<file path="config.mk">
export PLATFORM = sky130hd
export DESIGN_NAME = cse_ctrl
export DESIGN_NICKNAME = d
export VERILOG_FILES = /design/src/hw/rtl/cse_pkg.sv /design/src/hw/rtl/cse_ctrl.sv
export SDC_FILE = /design/constraint.sdc
export NUM_CORES = 1
export LEC_CHECK = 0
export ABC_AREA = 1
export ABC_CLOCK_PERIOD_IN_PS = 1800
export BUFFER_PORTS_ARGS = -buffer_cell sky130_fd_sc_hd__buf_2
export CORE_MARGIN = 2
export CORE_UTILIZATION = 45
export CTS_CLUSTER_SIZE = 8
export DETAILED_ROUTE_END_ITERATION = 10
export PLACE_DENSITY = 0.66
export SLEW_MARGIN = 10
export SYNTH_ARGS = -nofsm -noshare
export SYNTH_HDL_FRONTEND = slang
export SYNTH_SLANG_ARGS = --single-unit
</file>
<file path="constraint.sdc">
create_clock -name clock -period 1.8 [get_ports clock]
set_clock_uncertainty 0.1 [all_clocks]
set_input_delay 0 -clock clock [delete_from_list [all_inputs] [get_ports clock]]
set_output_delay 0 -clock clock [all_outputs]
set_load 0.03 [all_outputs]
</file>
<file path="src/hw/rtl/cse_pkg.sv">
// shared sizes, state and opcode types, and controller/datapath signal groups
package cse_pkg;

   localparam int ELEM_BITS  = 16;
   localparam int MAX_LENGTH = 4096;

   // accumulator sizes: one square is at most 2^(2*ELEM_BITS-2)
   localparam int CNT_W  = $clog2(MAX_LENGTH + 1);
   localparam int NORM_W = 2 * ELEM_BITS - 1 + $clog2(MAX_LENGTH);
   localparam int DOT_W  = NORM_W + 1;
   localparam int PROD_W = 2 * NORM_W;

   // result is Q1.15; the magnitude search runs one bit per round
   localparam int SIM_W  = 16;
   localparam int Q_W    = SIM_W;
   localparam int CMP_W  = PROD_W + 2 * SIM_W;
   localparam int STEP_W = $clog2(SIM_W);
   localparam int MCNT_W = $clog2(NORM_W);
   localparam int SH_W   = STEP_W + 2;

   typedef enum logic [7:0] {
      S_IDLE    = 8'b0000_0001,
      S_PROD    = 8'b0000_0010,
      S_ADD_AB  = 8'b0000_0100,
      S_ADD_P   = 8'b0000_1000,
      S_SUB_B   = 8'b0001_0000,
      S_ADD_ONE = 8'b0010_0000,
      S_TEST    = 8'b0100_0000,
      S_DONE    = 8'b1000_0000
   } state_type;

   typedef enum logic [2:0] {
      OP_NONE,
      OP_ADD_AB,
      OP_ADD_P,
      OP_SUB_B,
      OP_ADD_ONE,
      OP_TEST
   } op_type;

   typedef struct packed {
      logic              accept;
      logic              capture;
      logic              prod_step;
      op_type            op;
      logic [STEP_W-1:0] k;
      logic              load_out;
   } cmd_type;

   typedef struct packed {
      logic zero;
      logic out_free;
   } status_type;

endpackage

</file>
<file path="src/hw/rtl/cse_ctrl.sv">
// sequencer for accumulation, norm products and the magnitude search
module cse_ctrl (
   input  logic                 clock,
   input  logic                 reset,
   input  logic                 req_valid,
   input  logic                 req_last,
   output logic                 req_ready,
   input  cse_pkg::status_type  status,
   output cse_pkg::cmd_type     cmd
);
   import cse_pkg::*;

   state_type         state_ff, state_in;
   logic [MCNT_W-1:0] mcnt_ff, mcnt_in;
   logic [STEP_W-1:0] k_ff, k_in;
   logic              accept;

   assign req_ready = (state_ff == S_IDLE);
   assign accept    = req_valid && req_ready;

   always_comb begin
      state_in      = state_ff;
      mcnt_in       = mcnt_ff;
      k_in          = k_ff;
      cmd.accept    = accept;
      cmd.capture   = accept && req_last;
      cmd.prod_step = 1'b0;
      cmd.op        = OP_NONE;
      cmd.k         = k_ff;
      cmd.load_out  = 1'b0;
      case (state_ff)
         S_IDLE: begin
            if (accept && req_last) begin
               state_in = S_PROD;
               mcnt_in  = MCNT_W'(NORM_W - 1);
            end
         end
         S_PROD: begin
            cmd.prod_step = 1'b1;
            if (status.zero) begin
               state_in = S_DONE;
            end else if (mcnt_ff == '0) begin
               state_in = S_ADD_AB;
               k_in     = STEP_W'(SIM_W - 1);
            end else begin
               mcnt_in = mcnt_ff - 1'b1;
            end
         end
         S_ADD_AB: begin
            cmd.op   = OP_ADD_AB;
            state_in = S_ADD_P;
         end
         S_ADD_P: begin
            cmd.op   = OP_ADD_P;
            state_in = S_SUB_B;
         end
         S_SUB_B: begin
            cmd.op   = OP_SUB_B;
            state_in = S_ADD_ONE;
         end
         S_ADD_ONE: begin
            cmd.op   = OP_ADD_ONE;
            state_in = S_TEST;
         end
         S_TEST: begin
            cmd.op = OP_TEST;
            if (k_ff == '0) begin
               state_in = S_DONE;
            end else begin
               k_in     = k_ff - 1'b1;
               state_in = S_ADD_AB;
            end
         end
         S_DONE: begin
            if (status.out_free) begin
               cmd.load_out = 1'b1;
               state_in     = S_IDLE;
            end
         end
         default: begin
            state_in = S_IDLE;
         end
      endcase
   end

   always_ff @(posedge clock) begin
      if (reset) begin
         state_ff <= S_IDLE;
         mcnt_ff  <= '0;
         k_ff     <= '0;
      end else begin
         state_ff <= state_in;
         mcnt_ff  <= mcnt_in;
         k_ff     <= k_in;
      end
   end

endmodule

</file>
* After elaboration in Yosys (flattened, before gate mapping)
Index checks and enable logic that the tools add are counted.
Cells by class: add/subtract/negate cells 2, multiply operators 0, div/mod/pow operators 0, order comparisons 0, equality and inequality tests 15, shifts and indexed selects 0, multiplexer cells 18, bitwise logic cells 0, reduce and logical (&&, ||, !) cells 9
Operator list (count):
- $pmux 8 s8 | 1
- $mux 8 | 5
- $mux 6 | 3
- $pmux 3 s5 | 1
- $mux 4 | 3
- $pmux 6 s2 | 1
- $ne 2x2->1 const B | 5
- $eq 8x1->1 const B | 1
- $eq 8x2->1 const B | 1
- $eq 8x3->1 const B | 1
- $eq 8x4->1 const B | 1
- $eq 8x5->1 const B | 1
- $eq 8x6->1 const B | 1
- $eq 8x7->1 const B | 1
- $eq 8x8->1 const B | 1
- $pmux 4 s2 | 1
- $reduce_and 4->1 | 2
- $logic_not 6->1 | 1
- $sub 6x1->6 const B | 1
- $logic_not 4->1 | 1
- $reduce_bool 2->1 | 2
- $sub 4x1->4 const B | 1
- $mux 1 | 3
- $ne 3x3->1 const B | 1
- 3 further kinds | 4
Word-level totals: register bits after elaboration 18, bits in latches 0, memory bits (writable) 0, memory bits (read-only) 0, output and inout port bits 12, logic and storage cells 47, memories kept 0

* Logic depth before layout (Yosys ltp)
depth after elaboration 5, depth in mapped cells 10, gate-level depth less buffers 10

* Least setup slack after synthesis
Ideal clock, no wire load.
path kind register to register, from register state_ff[5], to register mcnt_ff[4], library setup time 0.116 ns, arrival 1.391 ns, required time 1.584 ns, setup slack 0.193 ns, stages on the path, launching flop included 9, clock period less this slack 1.607 ns, path through dfxtp_1 -> nor2_4 -> nand2_4 -> nor2_2 -> nand3_2 -> nand2_4 -> inv_2 -> nor2_1 -> nor2_1
On the way: word-level cells in the longest chain between the ends 5, elaborated cells between the ends (all ways) 10, those cells by class eq/ne (5); mux (1); reduce/logical (4)
RTL lines:
- start: declaration | RTL line cse_ctrl.sv:13 | state_type state_ff, state_in;
- start signal: assignment | RTL line cse_ctrl.sv:92 | state_ff <= state_in;
- $eq 8x1->1 (*) | RTL line cse_ctrl.sv:18 | assign req_ready = (state_ff == S_IDLE);
- net req_ready | RTL line cse_ctrl.sv:7 | output logic req_ready,
- $logic_and 1x1->1 | RTL line cse_ctrl.sv:19 | assign accept = req_valid && req_ready;
- $logic_and 1x1->1 | RTL line cse_ctrl.sv:33 | if (accept && req_last) begin
- $ne 2x1->1 (no line)
- $reduce_and 4->1 (no line)
- end signal: assignment | RTL line cse_ctrl.sv:93 | mcnt_ff <= mcnt_in;
- end: declaration | RTL line cse_ctrl.sv:14 | logic [MCNT_W-1:0] mcnt_ff, mcnt_in;
The timed path passes the listed nets; every way through them passes the cells marked *. A chain may end at the register's enable or synchronous reset.

==> summary.txt <==
STA
  • Post-route minimum period: 1.63 ns
  • Final TNS setup: 0 ns
  • Max-slew violations: 0
  • Unrepaired setup endpoints after global routing: no
  • Worst rel slew slack: between 80% and 90%
  • Crit share post-route: 90.5%
  • Final setup fails: 0
  • Worst slew pin tran: 0.293 ns
  • Fin. Hold Viols: 0
  • Fmax: around 610 MHz

Logic synthesis
  • Mapped Cells: 170
  • Synth Cell Area: 0.00116 sq mm
  • Seq cells post-synth: 18
  • Post-synthesis net count: 180
  • Synth Area per Inst: about 6.9 sq um
  • Synth warn: 0
  • Register area share after synthesis: 30.9%
  • Yosys cell types: 27

Global route
  • GR Overflow Total: 0
  • First-pass GRT wire length: 4.20 mm
  • Vias in the first global route: 986
  • Number of antenna violations at the first check in global routing: 0
  • Largest net degree at the start of global routing: 11
  • Total Routing Usage GR: between 15 and 20%

Pwr
  • Leak pwr: 0.696 nW
  • Switching Share: 30.3%
  • Power Internal: between 0.5 and 0.6 mW
  • Pwr dens: between 600 and 700 mW/mm^2
  • Combinational power share: just under 20%
  • Share of total power in sequential cells: 49.7%
  • Max IR drop VDD: 0.383 mV
  • Sw Pwr: between 0.2 and 0.3 mW
  • Clock power share: 30.4%

Routing
  • Via count of the routed design: 1,108
  • Detail Route Antenna Nets: 0
  • Final WL: around 2.4 mm
  • Vias per inst: 4.97
  • Drt first pass iters: 4
  • DRC viols: 0
  • Initial DRC count: 19
  • Per-cell routed wire length: 10.8 microns

Setup path
  • Worst Path Arrival: 1.53 ns
  • Biggest cell delay along the critical path: 0.42 ns
  • Critical Path Start Type: register
  • Crit-path most repeated cell: inv_1
  • FF-to-FF Start: state_ff[2]
  • R2r endpoint: mcnt_ff[0]
  • Worst-path maximum fanout: 4
  • Crit-path slowest cell: dfxtp_1
  • Setup CP Type: register to output port
  • Worst path cell trace: inv_1, nor2_1, nand2_1, nor2_2, nand3_2, inv_1, buf_2
  • CP required: 1.70 ns
  • R2R Setup Slk: between 0.2 and 0.3 ns
  • Worst r2r path cells: 5
  • Critical path endpoint category: output port

Finish
  • NumNets Final: 204
  • Final std cells w/o fill: 223
  • Layout cells sized above 1: 22.3%
  • Antenna cells: 0
  • Most frequent cells in the layout: nor2_1 (29), nand2_1 (28), inv_1 (26)
  • Most common cell after layout, fill and taps aside: nor2_1
  • Area growth syn-to-layout: 16.1%

Clock tree
  • CTS Buffer Depth: 2
  • Post_cts resized: 0
  • Clock Tree Root: clkbuf_4
  • H-tree Lvls: 1
  • CTS tree: done
  • Buffers inserted by post-CTS timing repair: 0
  • Worst-path clk slew: 0.11 ns
  • Cts bufs inserted: 3
  • Worst-Skew Late Latency: approximately 0.3 ns
  • Clock Sinks: 18
  • Post-CTS Hold Buffers: 4

Floorplanning
  • Row cnt: 18
  • Initial Util: 47.5%
  • Die Footprint: between 0.003 and 0.004 sq mm
  • Core area: between 0.002 and 0.0025 sq mm
  • IO Count: 18
  • Die X: 54.9 microns
  • Chip Height: 54.9 microns

Worst hold path
  • Hold EP: state_ff[7]
  • Min-delay src: status[0]
  • Cell depth of the worst hold path: 6
  • Hold crit path type: input pin to register

Placed design
  • Placer Congestion: 0.833
  • I/O Buffers: 17
  • Dpl hpwl: 1.89 mm
  • Placed cell count: 215

Status
  • Run status: finished, final reports clean

Run
  • Max-Cap Viols: 0
worst max-delay path: cells and delay by family (launching register included):
family | cells | cell delay [ns]
buf+inv | 3 | 0.32
flops | 1 | 0.42
simple gates | 4 | 0.49
cell families (layout without fill, tap and decap cells):
family                   after synthesis  after routing  synth area share (%)
AO/OA/AOI/OAI                         14             14                  7.20
flip-flops                            18             18                  30.9
buffers and inverters                 31             54                  10.3
adder cells (fa/ha/maj)                4              4                  4.30
XOR/XNOR                               2              2                  1.50
AND/OR/NAND/NOR                      101            101                  45.8
stage by stage:
step                utilization [%]  area (sq um)  power [mW]  hold WS [ns]  setup slack (ns)
global route                   55.1          1350       0.902         0.146            0.0252
CTS                            55.1          1350       0.864        0.0563             0.138
global placement               52.0          1280       0.592         0.206             0.297
finish                         55.1          1350       0.852        0.0599             0.170
floorplan                         -          1160       0.560        0.0843             0.193
detailed placement             52.0          1280       0.596         0.208             0.309
state kept, by name, summed over array words and instances (netlist names):
name      count
mcnt_ff       6
k_ff          4
state_ff      8
worst max-delay path by stage:
stage                           start          to  slack [ns]  cells after the start
after floorplan           state_ff[5]  mcnt_ff[4]        0.19                      8
after global placement    state_ff[5]  mcnt_ff[4]        0.30                      8
after detailed placement  state_ff[5]  mcnt_ff[4]        0.31                      8
after CTS                 state_ff[0]      cmd[9]        0.14                      7
after global routing      state_ff[0]      cmd[9]        0.03                      7
final                     state_ff[0]      cmd[9]        0.17                      7
power by group through the flow:
stage	combinational (mW)	sequential, mW	clock [mW]
5_1_grt	0.190	0.426	0.285
3_3_place_gp	0.159	0.432	0
2_1_floorplan	0.125	0.435	0
4_1_cts	0.171	0.424	0.269
6_report	0.169	0.424	0.259
3_5_place_dp	0.163	0.433	0
cell usage after synthesis:
| cell type | count | share of area [%] |
|---|---|---|
| a21oi_1 | 6 | 2.6 |
| a21oi_2 | 2 | 1.5 |
| and3_1 | 1 | 0.54 |
| buf_4 | 1 | 0.64 |
| clkbuf_1 | 1 | 0.32 |
| clkinv_1 | 1 | 0.32 |
| dfxtp_1 | 18 | 31 |
| ha_1 | 4 | 4.3 |
| inv_1 | 26 | 8.4 |
| inv_2 | 2 | 0.64 |
| nand2_1 | 28 | 9.0 |
| nand2_2 | 3 | 1.6 |
| nand2_4 | 4 | 3.9 |
| nand3_1 | 15 | 6.4 |
| nand3_2 | 2 | 1.7 |
| nand3b_1 | 1 | 0.64 |
| nand4_1 | 5 | 2.7 |
| nor2_1 | 29 | 9.3 |
| nor2_2 | 2 | 1.1 |
| nor2_4 | 5 | 4.8 |
| nor2_8 | 1 | 1.7 |
| nor3_1 | 4 | 1.7 |
| nor4_1 | 1 | 0.54 |
| o211ai_1 | 1 | 0.64 |
| o21ai_0 | 4 | 1.7 |
| o21ai_2 | 1 | 0.75 |
| xnor2_1 | 2 | 1.5 |
final cells by class:
class                      count  area (sq um)
multi-input combinational    121           684
tap                           30          37.5
timing repair buffer          21           125
inverter                      29           109
sequential                    18           360
clock buffer                   4          36.3
fill                         238          1100
routing by layer:
metal  vias up  GRT usage (%)  routed length, microns
li1        586              -                       -
met1       498           24.0                    1090
met2        19           33.3                    1200
met3         5           3.55                      90
met4         0           7.92                      36
met5         -              0                       0
Note: power is estimated with default switching activity, not from simulation.
